**src/hw/rtl/itar_pkg.sv**
```systemverilog
// Package for the radix conversion block: widths, character codes and the
// request/response types exchanged with the serial divider.
// Depends on nothing; every other file in hw/rtl uses it.
`default_nettype none

package itar_pkg;

    localparam int VALUE_BITS = 32;
    localparam int RADIX_BITS = 6;
    localparam int CHAR_BITS  = 7;
    localparam int DIGIT_BITS = 5;
    localparam int CNT_W      = $clog2(VALUE_BITS + 1);
    localparam int IDX_W      = $clog2(VALUE_BITS);

    localparam logic [RADIX_BITS-1:0] MIN_RADIX     = RADIX_BITS'(2);
    localparam logic [RADIX_BITS-1:0] MAX_RADIX     = RADIX_BITS'(32);
    localparam logic [RADIX_BITS-1:0] DECIMAL_RADIX = RADIX_BITS'(10);

    localparam logic [CHAR_BITS-1:0] DIGIT_BASE_CHAR = CHAR_BITS'(48);
    localparam logic [CHAR_BITS-1:0] LETTER_OFFSET   = CHAR_BITS'(65 - 10);
    localparam logic [CHAR_BITS-1:0] MINUS_CHAR      = CHAR_BITS'(45);
    localparam logic [CHAR_BITS-1:0] ERROR_CHAR      = CHAR_BITS'(0);

    typedef struct packed {
        logic                  start;
        logic [VALUE_BITS-1:0] dividend;
        logic [RADIX_BITS-1:0] divisor;
    } div_req_t;

    typedef struct packed {
        logic                  done;
        logic [VALUE_BITS-1:0] quotient;
        logic [DIGIT_BITS-1:0] remainder;
    } div_rsp_t;

    function automatic logic [CHAR_BITS-1:0] digit_to_char(
        input logic [DIGIT_BITS-1:0] digit
    );
        logic [CHAR_BITS-1:0] wide;
        wide = CHAR_BITS'(digit);
        if (digit >= DIGIT_BITS'(10))
        begin
            return LETTER_OFFSET + wide;
        end
        return DIGIT_BASE_CHAR + wide;
    endfunction

endpackage

`default_nettype wire

```
**src/hw/rtl/itar_in_if.sv**
```systemverilog
// Input channel: a signed value and a radix under a valid/ready handshake.
// Depends on itar_pkg for the field widths.
`default_nettype none

interface itar_in_if;

    logic                                   valid;
    logic                                   ready;
    logic signed [itar_pkg::VALUE_BITS-1:0] value;
    logic        [itar_pkg::RADIX_BITS-1:0] radix;

    modport source (output valid, output value, output radix, input ready);
    modport sink   (input valid, input value, input radix, output ready);

endinterface

`default_nettype wire

```
**src/hw/rtl/itar_out_if.sv**
```systemverilog
// Output channel: one ASCII character per transfer with last and error flags.
// Depends on itar_pkg for the field widths.
`default_nettype none

interface itar_out_if;

    logic                             valid;
    logic                             ready;
    logic [itar_pkg::CHAR_BITS-1:0]   digit_char;
    logic                             last;
    logic                             bad_radix;

    modport source (output valid, output digit_char, output last, output bad_radix,
                    input ready);
    modport sink   (input valid, input digit_char, input last, input bad_radix,
                    output ready);

endinterface

`default_nettype wire

```
**src/hw/rtl/itar_divider.sv**
```systemverilog
// Restoring divider that produces one quotient bit per cycle by shifting the
// dividend through a register. Depends on itar_pkg for widths and types.
`default_nettype none

module itar_divider (
    input  wire                  clk,
    input  wire                  rst_n,
    input  itar_pkg::div_req_t   req,
    output itar_pkg::div_rsp_t   rsp
);

    logic [itar_pkg::VALUE_BITS-1:0] quo_reg;
    logic [itar_pkg::VALUE_BITS-1:0] quo_next;
    logic [itar_pkg::DIGIT_BITS-1:0] rem_reg;
    logic [itar_pkg::DIGIT_BITS-1:0] rem_next;
    logic [itar_pkg::RADIX_BITS-1:0] dvs_reg;
    logic [itar_pkg::CNT_W-1:0]      cnt_reg;
    logic [itar_pkg::CNT_W-1:0]      cnt_next;
    logic                            busy_reg;
    logic                            busy_next;
    logic                            done_reg;
    logic                            done_next;
    logic [itar_pkg::RADIX_BITS-1:0] trial;
    logic [itar_pkg::RADIX_BITS-1:0] diff;

    // The partial remainder stays below the divisor, so it fits in five bits.
    assign trial = {rem_reg, quo_reg[itar_pkg::VALUE_BITS-1]};
    assign diff  = trial - dvs_reg;

    always_comb
    begin
        quo_next  = quo_reg;
        rem_next  = rem_reg;
        cnt_next  = cnt_reg;
        busy_next = busy_reg;
        done_next = 1'b0;
        if (req.start)
        begin
            quo_next  = req.dividend;
            rem_next  = '0;
            cnt_next  = itar_pkg::CNT_W'(itar_pkg::VALUE_BITS);
            busy_next = 1'b1;
        end
        else if (busy_reg)
        begin
            if (trial >= dvs_reg)
            begin
                rem_next = diff[itar_pkg::DIGIT_BITS-1:0];
                quo_next = {quo_reg[itar_pkg::VALUE_BITS-2:0], 1'b1};
            end
            else
            begin
                rem_next = trial[itar_pkg::DIGIT_BITS-1:0];
                quo_next = {quo_reg[itar_pkg::VALUE_BITS-2:0], 1'b0};
            end
            cnt_next = cnt_reg - itar_pkg::CNT_W'(1);
            if (cnt_reg == itar_pkg::CNT_W'(1))
            begin
                busy_next = 1'b0;
                done_next = 1'b1;
            end
        end
    end

    always_ff @(posedge clk or negedge rst_n)
    begin
        if (!rst_n)
        begin
            busy_reg <= 1'b0;
            done_reg <= 1'b0;
            cnt_reg  <= '0;
        end
        else
        begin
            busy_reg <= busy_next;
            done_reg <= done_next;
            cnt_reg  <= cnt_next;
        end
    end

    always_ff @(posedge clk)
    begin
        quo_reg <= quo_next;
        rem_reg <= rem_next;
        if (req.start)
        begin
            dvs_reg <= req.divisor;
        end
    end

    assign rsp.done      = done_reg;
    assign rsp.quotient  = quo_reg;
    assign rsp.remainder = rem_reg;

endmodule

`default_nettype wire

```
**src/hw/rtl/itar_digit_stack.sv**
```systemverilog
// Stack of digit values, written least significant first and read back in
// reverse order. Depends on itar_pkg for widths.
`default_nettype none

module itar_digit_stack (
    input  wire                               clk,
    input  wire                               wr_en,
    input  wire [itar_pkg::IDX_W-1:0]         wr_idx,
    input  wire [itar_pkg::DIGIT_BITS-1:0]    wr_digit,
    input  wire [itar_pkg::IDX_W-1:0]         rd_idx,
    output logic [itar_pkg::CHAR_BITS-1:0]    rd_char
);

    logic [itar_pkg::DIGIT_BITS-1:0] digit_reg [itar_pkg::VALUE_BITS];

    always_ff @(posedge clk)
    begin
        if (wr_en)
        begin
            digit_reg[wr_idx] <= wr_digit;
        end
    end

    assign rd_char = itar_pkg::digit_to_char(digit_reg[rd_idx]);

endmodule

`default_nettype wire

```
**src/hw/rtl/integer_to_ascii_radix.sv**
```systemverilog
// Top level of the integer to ASCII radix converter: sequencer, sign handling
// and output register. Depends on itar_pkg, both channel interfaces,
// itar_divider and itar_digit_stack.
//
//   Channel  Role    Payload                          Handshake
//   item     sink    value, radix                     valid/ready
//   result   source  digit_char, last, bad_radix      valid/ready
//
// Each digit takes a full pass of the bit-serial divider; the characters are then
// delivered one by one through the output register. A new request is taken
// only while no conversion is under way, but the last character may still
// wait in the output register. Output stalls hold the sign, error and emit
// states, while the divide phase goes on. Reset clears the control state only.
`default_nettype none

module integer_to_ascii_radix (
    input  wire         clk,
    input  wire         rst_n,
    itar_in_if.sink     item,
    itar_out_if.source  result
);

    localparam logic [2:0] ST_IDLE = 3'd0;
    localparam logic [2:0] ST_DIV  = 3'd1;
    localparam logic [2:0] ST_ERR  = 3'd2;
    localparam logic [2:0] ST_SIGN = 3'd3;
    localparam logic [2:0] ST_EMIT = 3'd4;

    logic [2:0]                       state_reg;
    logic [2:0]                       state_next;
    logic [itar_pkg::CNT_W-1:0]       count_reg;
    logic [itar_pkg::CNT_W-1:0]       count_next;
    logic [itar_pkg::RADIX_BITS-1:0]  radix_reg;
    logic                             sign_reg;
    logic                             out_valid_reg;
    logic                             out_valid_next;
    logic [itar_pkg::CHAR_BITS-1:0]   char_reg;
    logic [itar_pkg::CHAR_BITS-1:0]   char_next;
    logic                             last_reg;
    logic                             last_next;
    logic                             bad_reg;
    logic                             bad_next;

    logic                             accept;
    logic                             out_free;
    logic                             radix_bad;
    logic [itar_pkg::VALUE_BITS-1:0]  magnitude;
    logic [itar_pkg::CNT_W-1:0]       count_dec;
    logic [itar_pkg::CHAR_BITS-1:0]   stack_char;
    logic                             push;
    itar_pkg::div_req_t               div_req;
    itar_pkg::div_rsp_t               div_rsp;

    assign item.ready = (state_reg == ST_IDLE);
    assign accept     = item.valid && item.ready;
    assign out_free   = !out_valid_reg || result.ready;
    assign radix_bad  = (item.radix < itar_pkg::MIN_RADIX)
                     || (item.radix > itar_pkg::MAX_RADIX);
    assign magnitude  = item.value[itar_pkg::VALUE_BITS-1]
                      ? (~item.value + itar_pkg::VALUE_BITS'(1))
                      : item.value;
    assign count_dec  = count_reg - itar_pkg::CNT_W'(1);
    assign push       = (state_reg == ST_DIV) && div_rsp.done;

    always_comb
    begin
        div_req.start    = 1'b0;
        div_req.dividend = div_rsp.quotient;
        div_req.divisor  = radix_reg;
        if (accept && !radix_bad)
        begin
            div_req.start    = 1'b1;
            div_req.dividend = magnitude;
            div_req.divisor  = item.radix;
        end
        else if (push && (div_rsp.quotient != '0))
        begin
            div_req.start = 1'b1;
        end
    end

    itar_divider u_divider (
        .clk   (clk),
        .rst_n (rst_n),
        .req   (div_req),
        .rsp   (div_rsp)
    );

    itar_digit_stack u_stack (
        .clk      (clk),
        .wr_en    (push),
        .wr_idx   (count_reg[itar_pkg::IDX_W-1:0]),
        .wr_digit (div_rsp.remainder),
        .rd_idx   (count_dec[itar_pkg::IDX_W-1:0]),
        .rd_char  (stack_char)
    );

    always_comb
    begin
        state_next     = state_reg;
        count_next     = count_reg;
        out_valid_next = out_valid_reg && !result.ready;
        char_next      = char_reg;
        last_next      = last_reg;
        bad_next       = bad_reg;
        unique case (state_reg)
            ST_IDLE:
            begin
                if (accept)
                begin
                    count_next = '0;
                    state_next = radix_bad ? ST_ERR : ST_DIV;
                end
            end
            ST_DIV:
            begin
                if (div_rsp.done)
                begin
                    count_next = count_reg + itar_pkg::CNT_W'(1);
                    if (div_rsp.quotient == '0)
                    begin
                        state_next = sign_reg ? ST_SIGN : ST_EMIT;
                    end
                end
            end
            ST_ERR:
            begin
                if (out_free)
                begin
                    out_valid_next = 1'b1;
                    char_next      = itar_pkg::ERROR_CHAR;
                    last_next      = 1'b1;
                    bad_next       = 1'b1;
                    state_next     = ST_IDLE;
                end
            end
            ST_SIGN:
            begin
                if (out_free)
                begin
                    out_valid_next = 1'b1;
                    char_next      = itar_pkg::MINUS_CHAR;
                    last_next      = 1'b0;
                    bad_next       = 1'b0;
                    state_next     = ST_EMIT;
                end
            end
            ST_EMIT:
            begin
                if (out_free)
                begin
                    out_valid_next = 1'b1;
                    char_next      = stack_char;
                    last_next      = (count_reg == itar_pkg::CNT_W'(1));
                    bad_next       = 1'b0;
                    count_next     = count_dec;
                    if (count_reg == itar_pkg::CNT_W'(1))
                    begin
                        state_next = ST_IDLE;
                    end
                end
            end
            default:
            begin
                state_next = ST_IDLE;
            end
        endcase
    end

    always_ff @(posedge clk or negedge rst_n)
    begin
        if (!rst_n)
        begin
            state_reg     <= ST_IDLE;
            count_reg     <= '0;
            out_valid_reg <= 1'b0;
        end
        else
        begin
            state_reg     <= state_next;
            count_reg     <= count_next;
            out_valid_reg <= out_valid_next;
        end
    end

    always_ff @(posedge clk)
    begin
        char_reg <= char_next;
        last_reg <= last_next;
        bad_reg  <= bad_next;
        if (accept)
        begin
            radix_reg <= item.radix;
            sign_reg  <= item.value[itar_pkg::VALUE_BITS-1]
                      && (item.radix == itar_pkg::DECIMAL_RADIX);
        end
    end

    assign result.valid      = out_valid_reg;
    assign result.digit_char = char_reg;
    assign result.last       = last_reg;
    assign result.bad_radix  = bad_reg;

endmodule

`default_nettype wire
```
**src/flat_wrapper.sv**
```systemverilog
// flat-port wrapper written by rule: the top's interface ports become plain ports
module integer_to_ascii_radix_flat 
  (clk, rst_n, item_valid, item_value, item_radix, item_ready, result_valid, result_digit_char, result_last, result_bad_radix, result_ready);
  itar_in_if item_i ();
  itar_out_if result_i ();
  input  wire clk;
  input  wire rst_n;
  input wire logic [$bits(item_i.valid)-1:0] item_valid;
  input wire logic [$bits(item_i.value)-1:0] item_value;
  input wire logic [$bits(item_i.radix)-1:0] item_radix;
  output wire logic [$bits(item_i.ready)-1:0] item_ready;
  output wire logic [$bits(result_i.valid)-1:0] result_valid;
  output wire logic [$bits(result_i.digit_char)-1:0] result_digit_char;
  output wire logic [$bits(result_i.last)-1:0] result_last;
  output wire logic [$bits(result_i.bad_radix)-1:0] result_bad_radix;
  input wire logic [$bits(result_i.ready)-1:0] result_ready;
  assign item_i.valid = item_valid;
  assign item_i.value = item_value;
  assign item_i.radix = item_radix;
  assign item_ready = item_i.ready;
  assign result_valid = result_i.valid;
  assign result_digit_char = result_i.digit_char;
  assign result_last = result_i.last;
  assign result_bad_radix = result_i.bad_radix;
  assign result_i.ready = result_ready;
  integer_to_ascii_radix u_core (.clk(clk), .rst_n(rst_n), .item(item_i), .result(result_i));
endmodule
```
**config.mk**
```make
export PLATFORM = sky130hd
export DESIGN_NAME = integer_to_ascii_radix_flat
export DESIGN_NICKNAME = d
export VERILOG_FILES = /design/src/hw/rtl/itar_pkg.sv /design/src/hw/rtl/itar_in_if.sv /design/src/hw/rtl/itar_out_if.sv /design/src/hw/rtl/itar_divider.sv /design/src/hw/rtl/itar_digit_stack.sv /design/src/hw/rtl/integer_to_ascii_radix.sv /design/src/flat_wrapper.sv
export SDC_FILE = /design/constraint.sdc
export NUM_CORES = 1
export LEC_CHECK = 0
export BUFFER_PORTS_ARGS = -buffer_cell sky130_fd_sc_hd__buf_2
export CAP_MARGIN = 20
export CORE_MARGIN = 10
export CORE_UTILIZATION = 62
export DETAILED_ROUTE_END_ITERATION = 10
export PLACE_DENSITY = 0.8
export SETUP_SLACK_MARGIN = 0.3
export SYNTH_ARGS = -nofsm -noshare
export SYNTH_HDL_FRONTEND = slang
export SYNTH_SLANG_ARGS = --single-unit
```
**constraint.sdc**
```tcl
create_clock -name clk -period 4.45 [get_ports clk]
set_input_delay 0.2225 -clock clk [delete_from_list [all_inputs] [get_ports clk]]
set_output_delay 0.2225 -clock clk [all_outputs]
set_load 0.03 [all_outputs]
```
Word level (Yosys, flattened, before mapping)
Memories as Yosys holds them, arrays and structs flattened.
Index checks and enable logic that the tools add are counted.
{"block": "word_totals", "register_bits": 77, "ramBits": 160, "inputBits": 42, "output_inout_bits": 11, "wordCells": 114, "mem_count": 1}
{"block": "op_classes", "n_addsub": 7, "order_cmp": 4, "n_eq_ne": 16, "mux": 46, "n_bitwise": 1, "n_reduce_logical": 25}
{"name": "u_core.u_stack.digit_reg", "words": 32, "width": 5, "rd": 1, "rd_ports_with_merged_regs": 0, "write_ports": 1, "line": "itar_digit_stack.sv:14", "source": "logic [itar_pkg::DIGIT_BITS-1:0] digit_reg [itar_pkg::VALUE_BITS];"}
{"cell": "32-bit 2-to-1 mux", "n": 3}
{"cell": "38-bit 2-to-1 mux", "n": 1}
{"cell": "7-bit 2-to-1 mux", "n": 5}
{"cell": "32-bit by 2-bit adder with 32-bit output (second input constant)", "n": 1}
{"cell": "32-bit zero test", "n": 1}
{"cell": "32-bit NOT", "n": 1}
{"cell": "32-bit nonzero test", "n": 1}
{"cell": "6-bit 2-to-1 mux", "n": 5}
{"cell": "3-bit 2-to-1 mux", "n": 8}
{"cell": "7-bit case mux with 3 select lines", "n": 1}
{"cell": "6-bit case mux with 3 select lines", "n": 1}
{"cell": "1-bit 2-to-1 mux", "n": 17}
{"cell": "3-bit case mux with 5 select lines", "n": 1}
{"cell": "6-bit by 5-bit adder with 7-bit output (first input constant)", "n": 2}
{"cell": "6-bit by 1-bit == test with 1-bit output (second input constant)", "n": 2}
{"cell": "6-bit by 1-bit subtractor with 6-bit output (second input constant)", "n": 2}
{"cell": "2-bit by 1-bit != test with 1-bit output (second input constant)", "n": 5}
{"cell": "2-bit != test (second input constant)", "n": 4}
{"cell": "4-bit AND reduction", "n": 2}
{"cell": "7-bit AND reduction", "n": 1}
{"cell": "6-bit by 1-bit adder with 6-bit output (second input constant)", "n": 1}
{"cell": "3-bit by 2-bit == test with 1-bit output (second input constant)", "n": 2}
{"cell": "6-bit by 4-bit == test with 1-bit output (second input constant)", "n": 1}
{"cell": "6-bit >= comparator", "n": 1}
{"cell": "20 further kinds", "n": 30}

Depth between registers and ports, before layout
{"block": "logic_depth", "ltp_word": 7, "ltp_mapped": 14}

By module
Synthesis repeated with hierarchy kept, for this count alone.
{"block": "hier_totals", "cells_unflattened": 804, "hier_area_um2": 11355.9}
{"module": "itar_digit_stack", "n_inst": 1, "cells_per_inst": 316, "area_per_inst_um2": 6476.2}
{"module": "integer_to_ascii_radix", "n_inst": 1, "cells_per_inst": 317, "area_per_inst_um2": 2491.1}
{"module": "itar_divider", "n_inst": 1, "cells_per_inst": 171, "area_per_inst_um2": 2388.5}

Worst setup path after synthesis
No wires, ideal clock.
{"block": "synth_path", "path_type": "flip-flop to flip-flop", "start": "reg u_core.count_reg[0] in the netlist's numbering", "end": "reg u_core.char_reg (netlist bit u_core.result.digit_char[5]), data pin", "setup_time_ns": 0.275, "arrival_time_ns": 3.220, "t_required_ns": 4.175, "slack_ns": 0.955, "path_stages_with_launch": 14, "path_buffers": 3, "period_less_slack_ns": 3.495, "path_cell_list": "dfrtp_1 -> buf_4 -> buf_2 -> inv_1 -> ha_1 -> buf_2 -> mux4_2 -> mux4_1 -> mux2i_2 -> ha_1 -> inv_1 -> a31o_2 -> nand2_1 -> o221ai_1"}
{"block": "synth_between", "elab_chain_cells": 7, "word_cells_on_any_way": 10}
{"item": "from (decl)", "line": "integer_to_ascii_radix.sv:31", "source": "logic [itar_pkg::CNT_W-1:0] count_reg;"}
{"item": "from (signal assigned)", "line": "integer_to_ascii_radix.sv:181", "source": "count_reg <= count_next;"}
{"item": "6-bit by 1-bit subtractor with 6-bit output *", "line": "integer_to_ascii_radix.sv:62", "source": "assign count_dec = count_reg - itar_pkg::CNT_W'(1);"}
{"item": "memory read 32 x 5 bit *"}
{"item": "6-bit by 5-bit adder with 7-bit output / 5-bit by 4-bit >= comparator with 1-bit output (equally long branches)", "line": "itar_pkg.sv:43, itar_pkg.sv:41"}
{"item": "7-bit 2-to-1 mux / 1-bit 2-to-1 mux (equally long branches)", "line": "itar_pkg.sv:41", "source": "if (digit >= DIGIT_BITS'(10))"}
{"item": "7-bit 2-to-1 mux *", "line": "itar_pkg.sv:45", "source": "return DIGIT_BASE_CHAR + wide;"}
{"item": "7-bit 2-to-1 mux *", "line": "integer_to_ascii_radix.sv:150", "source": "if (out_free)"}
{"item": "7-bit case mux with 3 select lines *", "line": "integer_to_ascii_radix.sv:106", "source": "unique case (state_reg)"}
{"item": "via u_core.char_next (one bit)", "line": "integer_to_ascii_radix.sv:38", "source": "logic [itar_pkg::CHAR_BITS-1:0] char_next;"}
{"item": "to (signal assigned)", "line": "integer_to_ascii_radix.sv:188", "source": "char_reg <= char_next;"}
{"item": "to (decl)", "line": "integer_to_ascii_radix.sv:37", "source": "logic [itar_pkg::CHAR_BITS-1:0] char_reg;"}
The timed path passes the listed nets; every way through them passes the cells marked *. The select of a mux whose other input is x is not followed.
A chain may end at the register's enable or synchronous reset.

Worst setup path in the final report
{"block": "layout_path", "start": "reg u_core.count_reg[1] in the netlist's numbering", "end": "reg u_core.char_reg (netlist bit u_core.result.digit_char[6]), data pin"}
Same word-level chain as after synthesis.

==> results.txt <==
GRT Total Usage: 19.5%
Nets@finish: 912
Post-synthesis mux area share: 12.1%
Post-route cell area: 12,400 µm²
Dpl cell area: 11,600 µm²
Slew @ Worst Pin: 797 ps
Via-to-Cell Ratio: 6.31
Average size of a mapped cell: 14.1 µm²
PD cells: 723 nW/µm²
Antenna Diode Count: 0
Filler Cells Inserted: 1,129
Peak Freq: 0.267 GHz
Type of origin of the critical path: flop
Average wire per standard cell: 21.5 µm
Sequential area share after synthesis: 62.6%
FF+latch count, synth: 237
First-pass detailed-route iteration total: 5
Largest net degree at the start of global routing: 47
Largest family of logic cells by synthesized area: multiplexers
Quantity of I/O buffers inserted on ports: 52
Worst Setup End Kind: flop
Syn-to-layout area delta: 11.7%
Req. time, crit path: 4710 ps
Hold Crit Class: primary input to flop
Max-slew headroom: 46.9%
Status: finished, final reports clean
Post-route ant nets: 0
Total global routing overflow: 0
TritonCTS clock tree: yes
Via count: 6,911
Leakage power: 4.43 nW
Fraction of the cycle the final worst path needs: 84.3%
Max Slew Vio Count: 0
Post-synthesis cell type count: 76
# setup viols final: 0
Core area: 17,500 µm²
Worst Path Arrival: 4010 ps
Main synth FF type: edfxtp_1
Die ar.: 23,700 µm²
CTS Sinks: 237
Peak supply drop: 0.000664 V
DRC errors left: 0
Fin Setup TNS: 0 ps
Synth Area in Adders: 1.86%
Simple-gate share of the synthesized area: 10.1%
Compound-Gate Fraction of Synth Area: 7.57%
Root buffer cell: clkbuf_16
Max-Cap Viols: 0
Initial DRC Count: 530
Post-synth ARST share: 7.59%
Initial Util: 63.7%
Synth Cell Area: 11,100 µm²
First-pass GRT wire length: 37,700 µm
Worst-path fanout max: 20
CTS Buf Count: 24
Worst skew pair latency: 510 ps
Ys Warns: 0
Clk slew on worst S/H paths: 60 ps
Largest register FFs: 160
I/O Pins: 53
Width of the die: 154 µm
RSZ-0062 raised after global routing: no
Placer congestion estimate: 0.889
Layout cells sized above 1: 18.7%
Syn nets: 850
Vias in the first global route: 7,170
Initial antenna violation count: 0
Most frequent cells in the layout: edfxtp_1 (214), nand2_1 (64), nor2_1 (56)
Final Hold Fails: 0
Worst Setup Path Type: flop to flop
Die Y: 154 µm
Synth Instances: 792
Tmin final: 3750 ps
Fin Clk Skew: 12.3 ps
Commonest non-fill, non-tap cell in the layout: edfxtp_1
HPWL after DPL: 15,800 µm
Clock buffer depth: 3
# rows: 48
XOR/XNOR share of the synthesized area: 2.90%
Number of H-tree levels: 1
EDFF count, synth: 214
WL final: 23,600 µm
==> layer usage <==
metal	global-route usage (%)	vias up	wire length, µm
li1	-	3176	-
met1	23.7	3398	9480
met2	34.5	273	12200
met3	3.57	64	1340
met4	5.76	0	615
met5	0	-	0
==> cell families after synthesis <==
group                    Yosys count
AO/OA/AOI/OAI                    131
XOR/XNOR                          36
adder cells (fa/ha/maj)           16
buffers and inverters             60
flip-flops                       237
multiplexers                      90
AND/OR/NAND/NOR                  222
==> worst paths after layout <==
path / start / slack [ps] / to / cells past startpoint
worst max register to register: u_core.count_reg[1] / 700 / u_core.result.digit_char[6] / 9
worst max-delay path: u_core.count_reg[1] / 700 / u_core.result.digit_char[6] / 9
worst min-delay path: item_value[30] / 70 / u_core.u_divider.quo_reg[31] / 2
worst min register to register: u_core.count_reg[5] / 490 / u_core.count_reg[5] / 1
max in group asynchronous: rst_n / 3950 / u_core.count_reg[0] / 2
min in group asynchronous: rst_n / 180 / u_core.count_reg[5] / 2
==> cells in the mapped netlist, types with 8 or more instances <==
cell | n | share of area, %
edfxtp_1 | 214 | 58
mux2i_1 | 48 | 4.3
o31ai_1 | 9 | 0.61
a21oi_1 | 20 | 0.90
nor2_1 | 56 | 1.9
nor3_1 | 8 | 0.36
o21ai_0 | 50 | 2.2
mux4_2 | 31 | 6.3
nand2_1 | 64 | 2.2
xnor2_1 | 9 | 0.71
dfrtp_1 | 18 | 4.0
nor4_1 | 14 | 0.79
inv_1 | 20 | 0.67
clkbuf_1 | 19 | 0.64
xor2_1 | 26 | 2.0
ha_1 | 15 | 1.7
a21o_1 | 10 | 0.67
nand3_1 | 23 | 1.0
==> repair_timing <==
action                                 CTS  global route
setup endpoints to repair                0             4
buffers inserted                         0             0
endpoints found under the hold margin   24             0
hold buffers                             7             0
gates resized for setup                  0             1
==> final cells by class <==
type,count,area [µm²],area share [%]
clock buffers,31,688,5.53
clock inverters,11,106,0.855
multi-input cells,495,3850,31.0
flip-flops and latches,237,6980,56.1
repair buffers,75,450,3.62
well taps,225,282,2.26
inverters,21,78.8,0.634
==> worst max-delay path, stage by stage, from the launching register on <==
cell      delay [ps]
dfrtp_1          580
inv_1            150
ha_2             670
mux4_2           400
mux4_2           510
mux2i_2          370
ha_1             300
a21oi_1          110
nand2b_1         200
and3_1           210
==> stage by stage <==
step / total power (W) / utilization, % / setup WS (ps) / hold slack (ps) / std cells
final: 0.00899 / 71.2 / 700 / 67.5 / 1095
after global placement: 0.00675 / 66.2 / 646 / 173 / 1045
after floorplan: 0.00607 / - / 955 / -73.1 / 792
after global routing: 0.00950 / 71.2 / 480 / 69.8 / 1095
after detailed placement: 0.00697 / 66.2 / 506 / 180 / 1045
after CTS: 0.00899 / 71.1 / 485 / 48.8 / 1094
==> report_power, final <==
group / internal [W] / switching (W)
clock: 0.00120 / 0.000796
sequential: 0.00307 / 0.000267
combinational: 0.00143 / 0.00223
total: 0.00570 / 0.00329
(Power assumes the default switching activity.)
